$ cat src/rtl/core/lpg_pkg.sv
// lpg_pkg: shared types, register map and helper function for the led pattern generator
// used by lpg_engine and led_pattern_generator; depends on nothing
`timescale 1ns / 1ps

package lpg_pkg;

    // register map, index = paddr[4:2]
    localparam int unsigned ADDR_W = 5;
    localparam logic [2:0] REG_PATTERN_MODE   = 3'd0;
    localparam logic [2:0] REG_COLOR_MODE     = 3'd1;
    localparam logic [2:0] REG_BLINK_ON_MS    = 3'd2;
    localparam logic [2:0] REG_BLINK_OFF_MS   = 3'd3;
    localparam logic [2:0] REG_BREATH_STEP_MS = 3'd4;

    // pattern codes
    localparam logic [1:0] PAT_OFF       = 2'd0;
    localparam logic [1:0] PAT_ON        = 2'd1;
    localparam logic [1:0] PAT_BLINK     = 2'd2;
    localparam logic [1:0] PAT_BREATHING = 2'd3;

    // colour codes
    localparam logic [1:0] COLOR_RED    = 2'd0;
    localparam logic [1:0] COLOR_GREEN  = 2'd1;
    localparam logic [1:0] COLOR_YELLOW = 2'd2;

    localparam logic [7:0] LEVEL_FULL = 8'd255;
    localparam logic [7:0] YELLOW_NUM = 8'd203;

    // register reset values
    localparam logic [1:0]  RST_PATTERN_MODE   = PAT_ON;
    localparam logic [1:0]  RST_COLOR_MODE     = COLOR_YELLOW;
    localparam logic [15:0] RST_BLINK_ON_MS    = 16'd500;
    localparam logic [15:0] RST_BLINK_OFF_MS   = 16'd500;
    localparam logic [7:0]  RST_BREATH_STEP_MS = 8'd5;

    typedef struct packed {
        logic [1:0]  pattern_mode;
        logic [1:0]  color_mode;
        logic [15:0] blink_on_ms;
        logic [15:0] blink_off_ms;
        logic [7:0]  breath_step_ms;
    } t_cfg;

    typedef struct packed {
        logic        blink_phase_on;
        logic [31:0] blink_start_ms;
        logic [31:0] blink_total;
        logic [31:0] breath_start_ms;
        logic [7:0]  breath_level;
        logic        breath_rising;
        logic [7:0]  red_target;
        logic [7:0]  green_target;
    } t_state;

    typedef struct packed {
        logic [7:0]  red_level;
        logic [7:0]  green_level;
        logic        red_changed;
        logic        green_changed;
        logic [31:0] blinks_done;
    } t_result;

    // floor(v * 203 / 255): quotient by 256 first, then one correction step
    function automatic logic [7:0] yellow_mix(input logic [7:0] v);
        logic [15:0] prod;
        logic [7:0]  q;
        logic [9:0]  rem;
        logic [7:0]  res;
        prod = {8'd0, v} * {8'd0, YELLOW_NUM};
        q    = prod[15:8];
        rem  = {2'b00, prod[7:0]} + {2'b00, q};
        res  = (rem >= 10'd255) ? q + 8'd1 : q;
        return res;
    endfunction

endpackage

$ cat src/rtl/core/led_pattern_generator.sv
// led_pattern_generator: top level with apb register file, tick input stage and result register
// depends on lpg_pkg and lpg_engine
`timescale 1ns / 1ps

// Each request on the input channel is one timer tick carrying the current
// millisecond timestamp; it yields exactly one result with the red and green
// brightness levels for a two-colour led, a changed flag per colour and the
// running count of completed blink on-phases. A tick enters an input register,
// passes through one layer of combinational pattern logic (a 32-bit elapsed
// compare, a clamped ramp step and the constant yellow scaling) and lands in
// the result register. One tick is taken every cycle unless the output stalls;
// the only loop is the pattern state register, updated in the same
// cycle the tick moves into the result register. The result register frees
// itself in the cycle its contents are taken, so a stalled output holds up
// at most the one tick waiting in the input register. Configuration lives in
// an apb register file (pattern, colour, blink on/off times, breathing step)
// and must be written only while no tick is in flight.

module led_pattern_generator
    import lpg_pkg::*;
(
    input  logic              i_clk,
    input  logic              i_rst_n,
    // apb configuration port
    input  logic              psel,
    input  logic              penable,
    input  logic              pwrite,
    input  logic [ADDR_W-1:0] paddr,
    input  logic [31:0]       pwdata,
    output logic [31:0]       prdata,
    output logic              pready,
    // tick input
    input  logic              i_in_valid,
    output logic              o_in_ready,
    input  logic [31:0]       i_now_ms,
    // result output
    output logic              o_out_valid,
    input  logic              i_out_ready,
    output logic [7:0]        o_red_level,
    output logic [7:0]        o_green_level,
    output logic              o_red_changed,
    output logic              o_green_changed,
    output logic [31:0]       o_blinks_done
);

    t_cfg        r_cfg;
    t_state      r_state;
    t_state      n_state;
    t_result     n_result;
    logic        r_s1_valid;
    logic [31:0] r_s1_now;
    logic        r_out_valid;
    logic [7:0]  r_red_level;
    logic [7:0]  r_green_level;
    logic        r_red_changed;
    logic        r_green_changed;
    logic [31:0] r_blinks_done;
    logic        cfg_wr;
    logic [2:0]  reg_idx;
    logic        advance;

    // ---------------- register file ----------------
    assign pready  = 1'b1;
    assign reg_idx = paddr[ADDR_W-1:2];
    assign cfg_wr  = psel && penable && pwrite && pready;

    always_ff @(posedge i_clk) begin
        if (!i_rst_n) begin
            r_cfg.pattern_mode   <= RST_PATTERN_MODE;
            r_cfg.color_mode     <= RST_COLOR_MODE;
            r_cfg.blink_on_ms    <= RST_BLINK_ON_MS;
            r_cfg.blink_off_ms   <= RST_BLINK_OFF_MS;
            r_cfg.breath_step_ms <= RST_BREATH_STEP_MS;
        end else if (cfg_wr) begin
            case (reg_idx)
                REG_PATTERN_MODE:   r_cfg.pattern_mode   <= pwdata[1:0];
                REG_COLOR_MODE:     r_cfg.color_mode     <= pwdata[1:0];
                REG_BLINK_ON_MS:    r_cfg.blink_on_ms    <= pwdata[15:0];
                REG_BLINK_OFF_MS:   r_cfg.blink_off_ms   <= pwdata[15:0];
                REG_BREATH_STEP_MS: r_cfg.breath_step_ms <= pwdata[7:0];
                default: begin
                    // writes outside the map are dropped
                end
            endcase
        end
    end

    always_comb begin
        case (reg_idx)
            REG_PATTERN_MODE:   prdata = {30'd0, r_cfg.pattern_mode};
            REG_COLOR_MODE:     prdata = {30'd0, r_cfg.color_mode};
            REG_BLINK_ON_MS:    prdata = {16'd0, r_cfg.blink_on_ms};
            REG_BLINK_OFF_MS:   prdata = {16'd0, r_cfg.blink_off_ms};
            REG_BREATH_STEP_MS: prdata = {24'd0, r_cfg.breath_step_ms};
            default:            prdata = 32'd0;
        endcase
    end

    // ---------------- handshake ----------------
    // the input stage moves on whenever the result register is empty or being drained
    assign advance    = r_s1_valid && (!r_out_valid || i_out_ready);
    assign o_in_ready = !r_s1_valid || advance;

    always_ff @(posedge i_clk) begin
        if (!i_rst_n) begin
            r_s1_valid <= 1'b0;
        end else if (o_in_ready) begin
            r_s1_valid <= i_in_valid;
        end
    end

    always_ff @(posedge i_clk) begin
        if (o_in_ready && i_in_valid) begin
            r_s1_now <= i_now_ms;
        end
    end

    // ---------------- pattern logic ----------------
    lpg_engine u_engine (
        .i_cfg    (r_cfg),
        .i_state  (r_state),
        .i_now_ms (r_s1_now),
        .o_state  (n_state),
        .o_result (n_result)
    );

    // pattern state only advances together with the tick
    always_ff @(posedge i_clk) begin
        if (!i_rst_n) begin
            r_state <= '0;
        end else if (advance) begin
            r_state <= n_state;
        end
    end

    // ---------------- result register ----------------
    always_ff @(posedge i_clk) begin
        if (!i_rst_n) begin
            r_out_valid <= 1'b0;
        end else if (advance) begin
            r_out_valid <= 1'b1;
        end else if (i_out_ready) begin
            r_out_valid <= 1'b0;
        end
    end

    always_ff @(posedge i_clk) begin
        if (advance) begin
            r_red_level     <= n_result.red_level;
            r_green_level   <= n_result.green_level;
            r_red_changed   <= n_result.red_changed;
            r_green_changed <= n_result.green_changed;
            r_blinks_done   <= n_result.blinks_done;
        end
    end

    assign o_out_valid     = r_out_valid;
    assign o_red_level     = r_red_level;
    assign o_green_level   = r_green_level;
    assign o_red_changed   = r_red_changed;
    assign o_green_changed = r_green_changed;
    assign o_blinks_done   = r_blinks_done;

    // ---------------- checks ----------------
    // state holds between ticks
    a_state_hold: assert property (@(posedge i_clk) disable iff (!i_rst_n)
        !advance |=> $stable(r_state))
        else $error("pattern state changed without a tick");

    // blink count moves by at most one per tick
    a_blink_step: assert property (@(posedge i_clk) disable iff (!i_rst_n)
        advance |=> (r_state.blink_total == $past(r_state.blink_total)) ||
                    (r_state.blink_total == $past(r_state.blink_total) + 32'd1))
        else $error("blink count jumped");

    // changed flags compare against the previous emitted level
    a_changed_flag: assert property (@(posedge i_clk) disable iff (!i_rst_n)
        advance |=> (o_red_changed == (o_red_level != $past(r_state.red_target))) &&
                    (o_green_changed == (o_green_level != $past(r_state.green_target))))
        else $error("changed flag inconsistent with level history");

    // result register mirrors the committed state
    a_result_state: assert property (@(posedge i_clk) disable iff (!i_rst_n)
        advance |=> (o_red_level == r_state.red_target) &&
                    (o_blinks_done == r_state.blink_total))
        else $error("result register out of step with pattern state");

endmodule

$ cat src/rtl/core/lpg_engine.sv
// lpg_engine: one tick of the pattern state machine, purely combinational
// depends on lpg_pkg for the config, state and result types
`timescale 1ns / 1ps

module lpg_engine
    import lpg_pkg::*;
(
    input  t_cfg        i_cfg,
    input  t_state      i_state,
    input  logic [31:0] i_now_ms,
    output t_state      o_state,
    output t_result     o_result
);

    logic        apply;
    logic [7:0]  value;
    logic [31:0] blink_age;
    logic [31:0] breath_age;
    logic [31:0] blink_dur;
    logic        blink_due;
    logic        breath_due;
    logic [7:0]  lvl;

    assign blink_age  = i_now_ms - i_state.blink_start_ms;
    assign breath_age = i_now_ms - i_state.breath_start_ms;
    assign blink_dur  = i_state.blink_phase_on ? {16'd0, i_cfg.blink_on_ms}
                                               : {16'd0, i_cfg.blink_off_ms};
    assign blink_due  = blink_age >= blink_dur;
    assign breath_due = breath_age >= {24'd0, i_cfg.breath_step_ms};

    // clamped ramp step
    always_comb begin
        lvl = i_state.breath_level;
        if (i_state.breath_rising) begin
            if (lvl != LEVEL_FULL) lvl = lvl + 8'd1;
        end else begin
            if (lvl != 8'd0) lvl = lvl - 8'd1;
        end
    end

    always_comb begin
        o_state = i_state;
        apply   = 1'b0;
        value   = 8'd0;
        case (i_cfg.pattern_mode)
            PAT_OFF: begin
                apply = 1'b1;
                value = 8'd0;
            end
            PAT_ON: begin
                apply = 1'b1;
                value = LEVEL_FULL;
            end
            PAT_BLINK: begin
                if (blink_due) begin
                    apply                  = 1'b1;
                    o_state.blink_start_ms = i_now_ms;
                    o_state.blink_phase_on = !i_state.blink_phase_on;
                    if (i_state.blink_phase_on) begin
                        o_state.blink_total = i_state.blink_total + 32'd1;
                        value               = 8'd0;
                    end else begin
                        value = LEVEL_FULL;
                    end
                end
            end
            default: begin
                if (breath_due) begin
                    apply                   = 1'b1;
                    value                   = lvl;
                    o_state.breath_start_ms = i_now_ms;
                    o_state.breath_level    = lvl;
                    if (lvl == 8'd0) begin
                        o_state.breath_rising = 1'b1;
                    end else if (lvl == LEVEL_FULL) begin
                        o_state.breath_rising = 1'b0;
                    end
                end
            end
        endcase

        if (apply) begin
            case (i_cfg.color_mode)
                COLOR_RED: begin
                    o_state.red_target   = value;
                    o_state.green_target = 8'd0;
                end
                COLOR_GREEN: begin
                    o_state.red_target   = 8'd0;
                    o_state.green_target = value;
                end
                COLOR_YELLOW: begin
                    o_state.red_target   = yellow_mix(value);
                    o_state.green_target = yellow_mix(value);
                end
                default: begin
                    // unused colour code leaves the targets alone
                end
            endcase
        end
    end

    assign o_result.red_level     = o_state.red_target;
    assign o_result.green_level   = o_state.green_target;
    assign o_result.red_changed   = o_state.red_target != i_state.red_target;
    assign o_result.green_changed = o_state.green_target != i_state.green_target;
    assign o_result.blinks_done   = o_state.blink_total;

endmodule

$ cat config.mk
export PLATFORM = sky130hd
export DESIGN_NAME = led_pattern_generator
export DESIGN_NICKNAME = d
export VERILOG_FILES = /design/src/rtl/core/lpg_pkg.sv /design/src/rtl/core/led_pattern_generator.sv /design/src/rtl/core/lpg_engine.sv
export SDC_FILE = /design/constraint.sdc
export NUM_CORES = 1
export LEC_CHECK = 0
export ABC_AREA = 1
export BUFFER_PORTS_ARGS = -buffer_cell sky130_fd_sc_hd__buf_2
export CAP_MARGIN = 20
export CELL_PAD_IN_SITES_DETAIL_PLACEMENT = 0
export CELL_PAD_IN_SITES_GLOBAL_PLACEMENT = 1
export CORE_ASPECT_RATIO = 1.75
export CORE_MARGIN = 5
export CORE_UTILIZATION = 44
export CTS_CLUSTER_DIAMETER = 150
export CTS_CLUSTER_SIZE = 30
export DETAILED_ROUTE_END_ITERATION = 12
export PLACE_DENSITY_LB_ADDON = 0.05
export SETUP_SLACK_MARGIN = 0.2
export SYNTH_ARGS = -nofsm -noshare
export SYNTH_HDL_FRONTEND = slang
export SYNTH_SLANG_ARGS = --single-unit
$ cat constraint.sdc
create_clock -name i_clk -period 11.7 [get_ports i_clk]
set_input_delay 0.585 -clock i_clk [delete_from_list [all_inputs] [get_ports i_clk]]
set_output_delay 0.585 -clock i_clk [all_outputs]
set_load 0.02 [all_outputs]
==> load_flow_metrics.sql, run 1 <==
INSERT INTO impl_metrics (metric_group, metric, value, unit) VALUES
('clock_tree', 'clock_tree.root_cell', 'sky130_fd_sc_hd__clkbuf_16', ''),
('worst_setup_path', 'worst_setup_path_end_kind', 'flip-flop', ''),
('sta', 'report.final.setup_viol', '0', ''),
('clock_tree', 'tritoncts.num_buffers', '12', ''),
('clock_tree', 'clkLatencyLatePin', '0.53', 'ns'),
('yosys', 'synthesis.yosys.warnings', '0', ''),
('worst_setup_path', 'worst-endpoint-arrival', '10.68', 'ns'),
('yosys', 'netlist_instances', '2816', ''),
('clock_tree', 'cts-resized-gates', '0', ''),
('worst_setup_path', 'crit_start', 'r_s1_now[8]$_DFFE_PP_', ''),
('clock_tree', 'cts_hold_buffers', '0', ''),
('final_layout', 'finish.utilization', '47.76', '%'),
('floorplanning', 'initial_core_util', '44.29', '%'),
('hold_path', 'hp-class', 'in -> reg', ''),
('sta', 'setup-tns-final', '0', 'ns'),
('power_and_ir_drop', 'power.static_leakage', '0.01007', 'uW'),
('sta', 'max_slew_margin', '31.51', '%'),
('worst_setup_path', 'cp_data_required_time', '11.98', 'ns'),
('final_layout', 'most_common_cell_after_layout_fill_and_taps_aside', 'sky130_fd_sc_hd__nand2_1', ''),
('yosys', 'mappedNetlistArea', '0.01879', 'mm2'),
('drt', 'drt-total-wl', '57970', 'um'),
('outcome', 'result_of_the_run', 'complete, no violations', ''),
('sta', 'slew_viol_final', '0', ''),
('yosys', 'proportion_of_synthesized_flip_flops_having_asynchronous_set_or_reset', '0', '%'),
('worst_setup_path', 'worst-r2r-cell-count', '52', ''),
('grt', 'overflow', '0', ''),
('drt', 'vias_per_cell', '5.020', ''),
('yosys', 'synth_cell_types', '61', ''),
('power_and_ir_drop', 'power-per-cell-area', '130.1', 'mW/mm2'),
('grt', 'grt_start_max_net_pins', '72', ''),
('worst_setup_path', 'worstSetupPathDepth', '52', ''),
('worst_setup_path', 'cp_num_buf_inv', '3', ''),
('yosys', 'synth-seq-cells', '250', ''),
('floorplanning', 'core.rowCount', '100', ''),
('floorplanning', 'die_area', '0.04709', 'mm2'),
('clock_tree', 'max-clock-path-buffers', '3', ''),
('clock_tree', 'cts_tree', 'built', ''),
('worst_setup_path', 'delay_heaviest_family_cp', 'simple AND/OR/NAND/NOR gates', ''),
('yosys', 'post_synth_edffs', '82', ''),
('sta', 'final_min_period_over_clock_period', '88.90', '%'),
('worst_setup_path', 'cp_slowest_cell', 'sky130_fd_sc_hd__edfxtp_1', ''),
('yosys', 'ys_dominant_reg_cell', 'sky130_fd_sc_hd__dfxtp_1', ''),
('final_layout', 'drive_above_1_share', '8.150', '%'),
('placement', 'gp_routability_congestion', '0.9482', ''),
('sta', 'fin_crit', '10.40', 'ns'),
('grt', 'grt_antenna_before_repair', '0', ''),
('sta', 'unrepaired_setup_endpoints_after_global_routing', 'false', ''),
('worst_setup_path', 'crit_end', 'o_red_changed$_DFFE_PP_', ''),
('drt', 'drt_pre_antenna_iters', '7', ''),
('worst_setup_path', 'rr_startpoint', 'r_s1_now[8]$_DFFE_PP_', ''),
('worst_setup_path', 'timing.critical_path.fanout_max', '8', ''),
('final_layout', 'n_antenna_cell', '0', ''),
('clock_tree', 'clk_pin_slew_worst_paths', '0.12', 'ns'),
('clock_tree', 'cts.sink_count', '250', ''),
('worst_setup_path', 'worst-r2r-setup-slack', '1.30', 'ns'),
('grt', 'grt_pass1_vias', '16990', ''),
('yosys', 'synth_area_per_cell', '6.671', 'um2'),
('sta', 'timing_worst_slew_pin_value', '1.025', 'ns'),
('sta', 'fmax', '0.09614', 'GHz'),
('worst_setup_path', 'cpPeakStageDelay', '0.56', 'ns'),
('worst_setup_path', 'cpMostUsedCell', 'sky130_fd_sc_hd__nand2_1', ''),
('floorplanning', 'top_level_ports', '161', ''),
('sta', 'timing.final.hold_violations', '0', ''),
('floorplanning', 'placeableCoreArea', '0.04242', 'mm2'),
('placement', 'count_of_buffers_inserted_at_the_top_level_ports', '125', ''),
('clock_tree', 'cts_max_level', '1', ''),
('drt', 'route.detailed.drc', '0', ''),
('drt', 'via_count', '17420', ''),
('sta', 'fin_worst_skew', '0.04005', 'ns'),
('final_layout', 'most-common-layout-cells', 'sky130_fd_sc_hd__nand2_1 (754), sky130_fd_sc_hd__inv_1 (537), sky130_fd_sc_hd__nor2_1 (218)', ''),
('floorplanning', 'die_h', '283.4', 'um');
metal layers:
metal,GRT usage (%),up-vias,share of wire (%),wire length [um]
met5,0,-,0,0
met4,11.10,0,5.3,3089
met3,2.204,118,2.8,1632
met2,50.20,328,58,33450
met1,22.58,7916,34,19800
li1,-,9054,-,-
report_power, final:
part | total [uW] | switching (uW) | internal [uW]
logic | 1120 | 741 | 375
registers | 1010 | 29.2 | 976
clock network | 514 | 300 | 214
stage by stage:
stage	hold WS [ns]	worst slack (ns)	cell area [um2]	power [uW]	std cells
6_report	0.2258	1.299	20260	2635	3469
5_1_grt	0.1930	0.5620	20260	2856	3469
4_1_cts	0.1916	1.350	20260	2670	3469
3_5_place_dp	0.4535	1.385	19890	2145	3449
3_3_place_gp	0.4461	1.573	19870	2130	3448
2_1_floorplan	0.4353	3.438	18840	1842	2831
Yosys cell counts (4+ instances only):
cell	n	share of area [%]
sky130_fd_sc_hd__a32oi_1	4	0.19
sky130_fd_sc_hd__xor2_1	68	3.2
sky130_fd_sc_hd__nor2_1	218	4.4
sky130_fd_sc_hd__nand2_1	756	15
sky130_fd_sc_hd__nand3b_1	12	0.48
sky130_fd_sc_hd__xnor2_1	7	0.33
sky130_fd_sc_hd__edfxtp_1	82	13
sky130_fd_sc_hd__o221ai_1	5	0.23
sky130_fd_sc_hd__nor3_1	27	0.72
sky130_fd_sc_hd__o21ai_2	13	0.61
sky130_fd_sc_hd__nor3b_1	5	0.20
sky130_fd_sc_hd__nand3_2	14	0.75
sky130_fd_sc_hd__clkbuf_1	50	1.0
sky130_fd_sc_hd__nor2_2	14	0.47
sky130_fd_sc_hd__dfxtp_1	168	18
sky130_fd_sc_hd__nand4_1	34	1.1
sky130_fd_sc_hd__o21ai_0	167	4.4
sky130_fd_sc_hd__o21ai_1	23	0.61
sky130_fd_sc_hd__nand2_2	20	0.67
sky130_fd_sc_hd__a21oi_1	190	5.1
sky130_fd_sc_hd__and2_1	4	0.13
sky130_fd_sc_hd__inv_2	9	0.18
sky130_fd_sc_hd__buf_2	6	0.16
sky130_fd_sc_hd__inv_1	538	11
sky130_fd_sc_hd__nand3_1	144	3.8
sky130_fd_sc_hd__ha_1	142	9.5
sky130_fd_sc_hd__buf_4	18	0.72
sky130_fd_sc_hd__o211ai_1	9	0.36
sky130_fd_sc_hd__o21bai_1	8	0.32
sky130_fd_sc_hd__fa_1	14	1.5
sky130_fd_sc_hd__a31oi_1	5	0.17
how the worst min path moves through the flow:
stage                                   startpoint                  endpoint  slack (ns)  cells past startpoint
after detailed placement  r_state[29]$_SDFFE_PN0P_  r_state[29]$_SDFFE_PN0P_        0.45                      2
after CTS                             i_now_ms[19]    r_s1_now[19]$_DFFE_PP_        0.19                      1
after floorplan           r_state[27]$_SDFFE_PN0P_  r_state[27]$_SDFFE_PN0P_        0.44                      2
after global placement    r_state[38]$_SDFFE_PN0P_  r_state[38]$_SDFFE_PN0P_        0.45                      2
after global routing                  i_now_ms[26]    r_s1_now[26]$_DFFE_PP_        0.19                      1
final                                 i_now_ms[26]    r_s1_now[26]$_DFFE_PP_        0.23                      1
worst reg2reg max path, delay by kind of cell, from the launching register on:
family          cells  cell delay [ns]
xor+xnor            2             0.67
buf+inv             3             0.17
flops               1             0.56
simple gates       34             4.28
compound gates      5             1.09
fa+ha+maj           8             3.37
flip-flops by register name, indices dropped and copies added, names as in the netlist:
name	flops
r_state	122
r_cfg	44
o_blinks_done	32
r_s1_now	32
o_green_level	8
o_red_level	8
o_green_changed	1
o_out_valid	1
o_red_changed	1
r_s1_valid	1
kinds of logic (layout without fill, tap and decap cells):
| group | after synthesis | in the layout | synth area share, % |
|---|---|---|---|
| compound gates | 439 | 439 | 12.66 |
| xor+xnor | 75 | 75 | 3.497 |
| fa+ha+maj | 156 | 156 | 10.95 |
| buf+inv | 625 | 702 | 12.97 |
| flops | 250 | 250 | 31.01 |
| mux | 1 | 1 | 0.05328 |
| other cells | 2 | 17 | 0.03997 |
| simple gates | 1268 | 1268 | 28.82 |
cell type report:
class                   instances  area [um2]
clock buffers                  19       347.8
clock inverters                 1       20.02
fillers                      4475       22160
inverters                     548        2057
multi-input cells            1956       10600
flip-flops and latches        250        5826
well taps                     561       701.9
repair buffers                134       705.7
Note: power is estimated with default switching activity, not from simulation.
==> run 2, diff against run 1 <==
--- a/config.mk
+++ b/config.mk
@@ -5,17 +5,18 @@
 export SDC_FILE = /design/constraint.sdc
 export NUM_CORES = 1
 export LEC_CHECK = 0
-export ABC_AREA = 1
-export BUFFER_PORTS_ARGS = -buffer_cell sky130_fd_sc_hd__buf_2
+export ABC_AREA = 0
+export BUFFER_PORTS_ARGS = -buffer_cell sky130_fd_sc_hd__clkbuf_2
 export CAP_MARGIN = 20
 export CELL_PAD_IN_SITES_DETAIL_PLACEMENT = 0
 export CELL_PAD_IN_SITES_GLOBAL_PLACEMENT = 1
 export CORE_ASPECT_RATIO = 1.75
 export CORE_MARGIN = 5
-export CORE_UTILIZATION = 44
+export CORE_UTILIZATION = 46
 export CTS_CLUSTER_DIAMETER = 150
 export CTS_CLUSTER_SIZE = 30
 export DETAILED_ROUTE_END_ITERATION = 12
+export HOLD_SLACK_MARGIN = 0.12
 export PLACE_DENSITY_LB_ADDON = 0.05
 export SETUP_SLACK_MARGIN = 0.2
 export SYNTH_ARGS = -nofsm -noshare
==> run 2 against run 1 <==
  * Power decreased by 10%
  * Non-clock buffer count increased by 90
  * Fmax decreased by 4.4%
  * Flip-flop and latch count unchanged
  * Critical path depth decreased by 3
  * Setup slack got worse by 0.47 ns
  * Clock power about the same
  * Cell count decreased by 21%
  * Critical endpoint unchanged
==> load_flow_metrics.sql, run 2 <==
INSERT INTO impl_metrics (metric_group, metric, value, unit) VALUES
('outcome', 'result_of_the_run', 'complete, no violations', ''),
('clock_tree', 'cts_max_level', '1', ''),
('yosys', 'synth_area_leaders', 'sky130_fd_sc_hd__dfxtp_1 (19%), sky130_fd_sc_hd__edfxtp_1 (14%), sky130_fd_sc_hd__ha_1 (10%)', ''),
('worst_setup_path', 'cp_data_required_time', '11.97', 'ns'),
('final_layout', 'most_common_cell_after_layout_fill_and_taps_aside', 'sky130_fd_sc_hd__nand2_1', ''),
('drt', 'drt_pre_antenna_iters', '5', ''),
('clock_tree', 'clkLatencyLatePin', '0.52', 'ns'),
('grt', 'grt_start_max_net_pins', '73', ''),
('sta', 'timing.final.hold_violations', '0', ''),
('power_and_ir_drop', 'internal_portion_of_total_power', '1532', 'uW'),
('final_layout', 'fillers', '3792', ''),
('clock_tree', 'cts_tree', 'built', ''),
('yosys', 'synth-seq-cells', '250', ''),
('floorplanning', 'initial_core_util', '46.25', '%'),
('final_layout', 'drive_above_1_share', '14.22', '%'),
('grt', 'grt_pass1_vias', '15690', ''),
('clock_tree', 'cts_hold_buffers', '0', ''),
('sta', 'fmax', '0.09195', 'GHz'),
('worst_setup_path', 'cpPeakStageDelay', '0.55', 'ns'),
('yosys', 'yosys-top-cells-count', 'sky130_fd_sc_hd__nand2_1 (274), sky130_fd_sc_hd__nor2_1 (189), sky130_fd_sc_hd__dfxtp_1 (168), sky130_fd_sc_hd__a21oi_1 (163), sky130_fd_sc_hd__inv_1 (151)', ''),
('yosys', 'netlist_instances', '2103', ''),
('clock_tree', 'clock_tree.root_cell', 'sky130_fd_sc_hd__clkbuf_16', ''),
('drt', 'postRouteAntennaNets', '0', ''),
('worst_setup_path', 'worst_setup_path_end_kind', 'flip-flop', ''),
('worst_setup_path', 'rr_startpoint', 'r_s1_now[0]$_DFFE_PP_', ''),
('final_layout', 'final-instance-count-excl-fill', '2742', ''),
('sta', 'fin_worst_skew', '0.03840', 'ns'),
('yosys', 'synthesis.yosys.warnings', '0', ''),
('power_and_ir_drop', 'total_net_switching_power', '834.7', 'uW'),
('yosys', 'synth_top_area_cell', 'sky130_fd_sc_hd__dfxtp_1', ''),
('final_layout', 'most-common-layout-cells', 'sky130_fd_sc_hd__nand2_1 (273), sky130_fd_sc_hd__nor2_1 (186), sky130_fd_sc_hd__dfxtp_1 (168)', ''),
('drt', 'wl_per_cell', '20.15', 'um'),
('placement', 'count_of_buffers_inserted_at_the_top_level_ports', '125', ''),
('hold_path', 'worst_hold_startpoint', 'i_now_ms[9]', ''),
('sta', 'max_slew_margin', '34.10', '%'),
('power_and_ir_drop', 'combinational_share_of_power', '37.1', '%'),
('worst_setup_path', 'worst-r2r-setup-slack', '0.82', 'ns'),
('floorplanning', 'die_area', '0.04266', 'mm2'),
('sta', 'timing_worst_slew_pin_value', '0.9848', 'ns'),
('final_layout', 'nets', '2483', ''),
('yosys', 'ys_dominant_reg_cell', 'sky130_fd_sc_hd__dfxtp_1', ''),
('worst_setup_path', 'worst-endpoint-arrival', '11.14', 'ns'),
('final_layout', 'largest-register', 'r_state', ''),
('floorplanning', 'top_level_ports', '161', ''),
('final_layout', 'largestRegisters', 'r_state: 122 flops, r_cfg: 44 flops', ''),
('sta', 'fin_crit', '10.88', 'ns'),
('drt', 'vias_per_cell', '5.695', ''),
('final_layout', 'register_area', '0.005826', 'mm2'),
('yosys', 'yosys.area.top_type_share', '19.00', '%'),
('placement', 'hpwlAfterDp', '43480', 'um'),
('yosys', 'synth_cell_types', '96', ''),
('final_layout', 'area.growth.synth_to_final', '12.21', '%'),
('yosys', 'proportion_of_synthesized_flip_flops_having_asynchronous_set_or_reset', '0', '%'),
('grt', 'wire_length_of_the_first_global_routing_pass', '85370', 'um'),
('worst_setup_path', 'critPathKind', 'reg -> reg', ''),
('grt', 'overflow', '0', ''),
('final_layout', 'multi_input_gate_area_in_the_final_layout', '0.01108', 'mm2'),
('yosys', 'yosysMostFrequentCell', 'sky130_fd_sc_hd__nand2_1', ''),
('power_and_ir_drop', 'sequentialPowerShare', '41.3', '%'),
('power_and_ir_drop', 'power-per-cell-area', '119.2', 'mW/mm2'),
('power_and_ir_drop', 'clkPwrFrac', '21.6', '%'),
('worst_setup_path', 'critical_path.reg2reg.endpoint', 'o_red_changed$_DFFE_PP_', ''),
('drt', 'route.detailed.drc', '0', ''),
('final_layout', 'n_antenna_cell', '0', ''),
('worst_setup_path', 'worst-r2r-cell-count', '49', ''),
('power_and_ir_drop', 'irDropWorstVdd', '137.8', 'uV'),
('clock_tree', 'cts.sink_count', '250', ''),
('yosys', 'synth_area_per_cell', '8.417', 'um2'),
('yosys', 'post_synth_edffs', '82', ''),
('job', 'max_cap_violations', '0', ''),
('hold_path', 'hold_path_end', 'r_s1_now[9]$_DFFE_PP_', ''),
('yosys', 'seq_area_frac_synth', '32.91', '%'),
('grt', 'grt_antenna_before_repair', '0', ''),
('yosys', 'mappedNetlistArea', '0.01770', 'mm2'),
('power_and_ir_drop', 'sw_frac_of_total', '35.27', '%'),
('grt', 'track_usage', '25.30', '%'),
('power_and_ir_drop', 'report.power.total', '2367', 'uW'),
('placement', 'numPlacedInstances', '2715', ''),
('worst_setup_path', 'cp_slowest_cell', 'sky130_fd_sc_hd__fa_1', ''),
('floorplanning', 'placeableCoreArea', '0.03827', 'mm2'),
('hold_path', 'hp-class', 'in -> reg', ''),
('clock_tree', 'max-clock-path-buffers', '3', ''),
('worst_setup_path', 'start_kind', 'flip-flop', ''),
('floorplanning', 'chipWidth', '158.3', 'um'),
('floorplanning', 'core.rowCount', '95', ''),
('hold_path', 'hold_path_depth', '1', ''),
('sta', 'report.final.setup_viol', '0', ''),
('sta', 'unrepaired_setup_endpoints_after_global_routing', 'false', ''),
('worst_setup_path', 'cpMostUsedCell', 'sky130_fd_sc_hd__ha_1', ''),
('drt', 'drt_first_iter_violations', '696', ''),
('sta', 'slew_viol_final', '0', ''),
('clock_tree', 'clk_pin_slew_worst_paths', '0.13', 'ns'),
('drt', 'drt-total-wl', '55260', 'um'),
('sta', 'final_min_period_over_clock_period', '92.95', '%'),
('power_and_ir_drop', 'power.static_leakage', '0.007964', 'uW'),
('clock_tree', 'tritoncts.num_buffers', '12', ''),
('drt', 'via_count', '15620', ''),
('floorplanning', 'die_h', '269.5', 'um'),
('worst_setup_path', 'timing.critical_path.fanout_max', '4', ''),
('placement', 'gp_routability_congestion', '0.9153', ''),
('final_layout', 'largest_register_ffs', '122', '');
run 2: cell count changes after synthesis, sizes merged, moves of 67 or more:
cell   change
nand3     -90
inv      -396
nand2    -502
mux2i     +74
xnor2     +67
o21ai    -128
run 2: final cells by class:
class,count,share of cell area [%]
flip-flops and latches,250,29.33
well taps,485,3.055
inverters,153,2.904
repair buffers,224,7.055
clock inverters,1,0.1008
multi-input cells,1610,55.80
clock buffers,19,1.751
run 2: worst max-delay path, delay by kind of cell (launching register included):
| family | cells | cell delay [ns] |
|---|---|---|
| XOR/XNOR | 4 | 0.64 |
| flip-flops | 1 | 0.36 |
| buffers and inverters | 6 | 0.62 |
| AO/OA/AOI/OAI | 17 | 3.04 |
| adder cells (fa/ha/maj) | 9 | 3.20 |
| AND/OR/NAND/NOR | 13 | 2.74 |
run 2: how the worst max path moves through the flow:
| stage | startpoint | endpoint | slack [ns] | depth (start not counted) |
|---|---|---|---|---|
| after floorplan | r_s1_now[0]$_DFFE_PP_ | o_red_changed$_DFFE_PP_ | 1.16 | 46 |
| after global placement | r_s1_now[0]$_DFFE_PP_ | o_red_changed$_DFFE_PP_ | 0.07 | 48 |
| after global routing | r_s1_now[0]$_DFFE_PP_ | o_red_changed$_DFFE_PP_ | 0.16 | 51 |
| after CTS | r_s1_now[0]$_DFFE_PP_ | o_red_changed$_DFFE_PP_ | 0.24 | 49 |
| final | r_s1_now[0]$_DFFE_PP_ | o_red_changed$_DFFE_PP_ | 0.82 | 49 |
| after detailed placement | r_s1_now[0]$_DFFE_PP_ | o_red_changed$_DFFE_PP_ | -0.05 | 48 |
run 2: power groups by stage:
stage,sequential [uW],combinational [uW],clock (uW)
after global placement,995,834,0
after CTS,977,850,535
after global routing,980,956,564
final,976,879,511
after detailed placement,995,840,0
after floorplan,1010,521,0
run 2: routing by layer:
layer | global-route usage [%] | vias to the layer above | part of all wire, %
met5 | 0 | - | 0
met4 | 13.08 | 0 | 6.2
met3 | 2.375 | 123 | 3.1
met2 | 49.62 | 351 | 55
met1 | 25.38 | 7401 | 35
li1 | - | 7740 | -
run 2: what timing repair did:
action                     in CTS  in global routing
hold endpoints to repair        0                  0
pin swaps                       2                 25
resized for setup               3                 39
setup buffers                   1                  5
setup endpoints to repair       5                 32
run 2: cells by family (layout without fill, tap and decap cells):
logic type / after synthesis / after routing / synth area share (%)
other cells: 2 / 17 / 0.04243
buf+inv: 258 / 397 / 6.001
mux: 83 / 83 / 4.750
fa+ha+maj: 156 / 156 / 11.62
flops: 250 / 250 / 32.91
xor+xnor: 121 / 121 / 5.987
simple gates: 743 / 743 / 19.68
compound gates: 490 / 490 / 19.01
run 2: per-stage QoR:
stage	util, %	setup slack, ns	hold WS [ns]	area [um2]	setup TNS (ns)
6_report	51.90	0.8249	0.2260	19860	0
5_1_grt	51.90	0.1578	0.2027	19860	0
4_1_cts	51.23	0.2402	0.2032	19610	0
3_5_place_dp	50.24	-0.04917	0.4476	19230	-0.04917
3_3_place_gp	50.16	0.07178	0.4412	19200	0
2_1_floorplan	-	1.158	0.4363	17760	0
==> run 3, diff against run 2 <==
--- a/config.mk
+++ b/config.mk
@@ -5,14 +5,14 @@
 export SDC_FILE = /design/constraint.sdc
 export NUM_CORES = 1
 export LEC_CHECK = 0
-export ABC_AREA = 0
+export ABC_AREA = 1
 export BUFFER_PORTS_ARGS = -buffer_cell sky130_fd_sc_hd__clkbuf_2
 export CAP_MARGIN = 20
 export CELL_PAD_IN_SITES_DETAIL_PLACEMENT = 0
 export CELL_PAD_IN_SITES_GLOBAL_PLACEMENT = 1
 export CORE_ASPECT_RATIO = 1.75
 export CORE_MARGIN = 5
-export CORE_UTILIZATION = 46
+export CORE_UTILIZATION = 44
 export CTS_CLUSTER_DIAMETER = 150
 export CTS_CLUSTER_SIZE = 30
 export DETAILED_ROUTE_END_ITERATION = 12
==> run 3 against run 2 <==
  * Cell count rose by 26%
  * Highest routed layer unchanged
  * Sequential share of layout area fell by 0.56 points
  * Clock skew rose by 0.0019 ns
  * Register-to-register slack improved by 0.72 ns
  * Global-route usage fell by 1.5 points
  * Cell area rose by 2.0%
  * Fmax rose by 7.1%
  * Non-clock buffer count fell by 90
  * Worst hold slack got worse by 0.0027 ns
  * First-iteration DRC count rose by 5.3%
  * Utilization fell by 4.1 points
  * Critical path type unchanged
  * Combinational power rose by 26%
==> load_flow_metrics.sql, run 3 (synthesis gave the netlist of run 1 again) <==
INSERT INTO impl_metrics (metric_group, metric, value, unit) VALUES
('final_layout', 'nets', '3134', ''),
('floorplanning', 'die_h', '283.4', 'um'),
('final_layout', 'finish.utilization', '47.75', '%'),
('drt', 'wirelength_met1', '19830', 'um'),
('sta', 'hold_slack', '0.2233', 'ns'),
('sta', 'fin_worst_skew', '0.04033', 'ns'),
('hold_path', 'hold_path_depth', '1', ''),
('floorplanning', 'die_area', '0.04709', 'mm2'),
('clock_tree', 'clk_pin_slew_worst_paths', '0.13', 'ns'),
('grt', 'track_usage', '23.77', '%'),
('final_layout', 'most-common-layout-cells', 'sky130_fd_sc_hd__nand2_1 (754), sky130_fd_sc_hd__inv_1 (537), sky130_fd_sc_hd__nor2_1 (218)', ''),
('grt', 'overflow', '0', ''),
('floorplanning', 'placeableCoreArea', '0.04242', 'mm2'),
('drt', 'met2_wirelength', '32210', 'um'),
('drt', 'vias_per_cell', '5.005', ''),
('drt', 'route.detailed.drc', '0', ''),
('sta', 'fin_crit', '10.15', 'ns'),
('final_layout', 'drive_above_1_share', '8.153', '%'),
('grt', 'wire_length_of_the_first_global_routing_pass', '89800', 'um'),
('final_layout', 'n_antenna_cell', '0', ''),
('worst_setup_path', 'cpPeakStageDelay', '0.56', 'ns'),
('final_layout', 'area.growth.synth_to_final', '7.799', '%'),
('clock_tree', 'cts_hold_buffers', '0', ''),
('job', 'max_cap_violations', '0', ''),
('drt', 'postRouteAntennaNets', '0', ''),
('grt', 'grt_start_max_net_pins', '72', ''),
('power_and_ir_drop', 'irDropWorstVdd', '87.76', 'uV'),
('grt', 'grt_pass1_vias', '17050', ''),
('worst_setup_path', 'cp_data_required_time', '11.99', 'ns'),
('sta', 'setup-tns-final', '0', 'ns'),
('clock_tree', 'cts-resized-gates', '0', ''),
('clock_tree', 'max-clock-path-buffers', '3', ''),
('clock_tree', 'cts_tree', 'built', ''),
('worst_setup_path', 'start_kind', 'flip-flop', ''),
('sta', 'slew_viol_final', '0', ''),
('drt', 'met3WireLength', '1451', 'um'),
('placement', 'hpwlAfterDp', '47160', 'um'),
('sta', 'final_min_period_over_clock_period', '86.79', '%'),
('sta', 'max_slew_margin', '32.58', '%'),
('worst_setup_path', 'cp_slowest_cell', 'sky130_fd_sc_hd__edfxtp_1', ''),
('floorplanning', 'core.rowCount', '100', ''),
('clock_tree', 'clock_tree.root_cell', 'sky130_fd_sc_hd__clkbuf_16', ''),
('placement', 'place_worst_setup_slack', '1.499', 'ns'),
('final_layout', 'largest-register', 'r_state', ''),
('final_layout', 'largestRegisters', 'r_state: 122 flops, r_cfg: 44 flops', ''),
('placement', 'gp_routability_congestion', '0.9340', ''),
('power_and_ir_drop', 'report.power.total', '2629', 'uW'),
('worst_setup_path', 'timing.critical_path.fanout_max', '8', ''),
('power_and_ir_drop', 'power.static_leakage', '0.01009', 'uW'),
('floorplanning', 'initial_core_util', '44.29', '%'),
('floorplanning', 'chipWidth', '166.2', 'um'),
('sta', 'report.final.setup_viol', '0', ''),
('placement', 'count_of_buffers_inserted_at_the_top_level_ports', '125', ''),
('drt', 'drt-total-wl', '57310', 'um'),
('drt', 'via_count', '17360', ''),
('worst_setup_path', 'worst-r2r-cell-count', '52', ''),
('power_and_ir_drop', 'power-per-cell-area', '129.8', 'mW/mm2'),
('floorplanning', 'top_level_ports', '161', ''),
('clock_tree', 'clkLatencyLatePin', '0.53', 'ns'),
('clock_tree', 'cts.sink_count', '250', ''),
('sta', 'unrepaired_setup_endpoints_after_global_routing', 'false', ''),
('outcome', 'result_of_the_run', 'complete, no violations', ''),
('drt', 'drt_pre_antenna_iters', '7', ''),
('worst_setup_path', 'cpMostUsedCell', 'sky130_fd_sc_hd__nand2_1', ''),
('clock_tree', 'cts_max_level', '1', ''),
('clock_tree', 'tritoncts.num_buffers', '12', ''),
('hold_path', 'hp-class', 'in -> reg', ''),
('final_layout', 'largest_register_ffs', '122', ''),
('clock_tree', 'postCtsSetupRepairBufs', '0', ''),
('worst_setup_path', 'worst_setup_path_end_kind', 'flip-flop', ''),
('final_layout', 'most_common_cell_after_layout_fill_and_taps_aside', 'sky130_fd_sc_hd__nand2_1', ''),
('sta', 'timing_worst_slew_pin_value', '1.009', 'ns'),
('sta', 'fmax', '0.09848', 'GHz'),
('sta', 'finalWorstSetupSlack', '1.546', 'ns'),
('worst_setup_path', 'critPathKind', 'reg -> reg', ''),
('drt', 'wl_per_cell', '16.53', 'um'),
('drt', 'highest_layer', 'met4', ''),
('worst_setup_path', 'worst-endpoint-arrival', '10.45', 'ns'),
('grt', 'grt_antenna_before_repair', '0', ''),
('drt', 'drt_first_iter_violations', '733', ''),
('sta', 'timing.final.hold_violations', '0', '');
==> run 3: cell count changes in the layout (fill, tap and decap cells not counted), sizes merged, moves of 27 or more <==
| cell | previous run | this run |
|---|---|---|
| nand2 | 275 | 777 |
| nand3 | 69 | 159 |
| buf | 99 | 10 |
| mux2i | 75 | 1 |
| o21ai | 75 | 203 |
| inv | 154 | 548 |
| a211oi | 28 | 1 |
| xnor2 | 74 | 7 |
| nor2 | 189 | 234 |
==> run 3: final cells by class <==
type,count,area [um2]
Inverter,548,2057
Fill cell,4449,22160
Timing Repair Buffer,134,705.7
Clock inverter,1,20.02
Clock buffer,18,344.1
Tap cell,561,701.9
Sequential cell,250,5826
Multi-Input combinational cell,1956,10600
==> run 3: per-stage QoR <==
step,area (um2),instances
after floorplan,18840,2831
after global placement,19870,3448
after detailed placement,19870,3448
after CTS,20230,3467
after global routing,20250,3468
final,20250,3468
==> run 3: final timing paths <==
check / slack [ns] / end / start
setup / recovery: 1.55 / o_red_changed$_DFFE_PP_ / r_s1_now[9]$_DFFE_PP_
hold / removal: 0.22 / r_s1_now[10]$_DFFE_PP_ / i_now_ms[10]
setup reg to reg: 1.55 / o_red_changed$_DFFE_PP_ / r_s1_now[9]$_DFFE_PP_
hold reg to reg: 0.46 / r_state[46]$_SDFFE_PN0P_ / r_state[46]$_SDFFE_PN0P_
==> run 3: where the power goes <==
part / switching, uW / total [uW] / internal (uW)
combinational: 734 / 1110 / 374
sequential: 29.8 / 1010 / 976
clock: 303 / 515 / 213
total: 1070 / 2630 / 1560
==> run 3: critical path, delay by kind of cell, from the launching register on <==
family	cells	cell delay [ns]
and+or+nand+nor	34	4.10
adders and majority gates	8	3.35
AOI/OAI and AO/OA	5	1.01
xor gates and xnor gates	2	0.70
DFF	1	0.56
buffers and inverters	3	0.16
==> run 3: routing by layer <==
metal | global-route usage [%] | vias up
met5 | 0 | -
met4 | 13.42 | 0
met3 | 1.939 | 146
met2 | 48.60 | 314
met1 | 22.61 | 7844
li1 | - | 9055
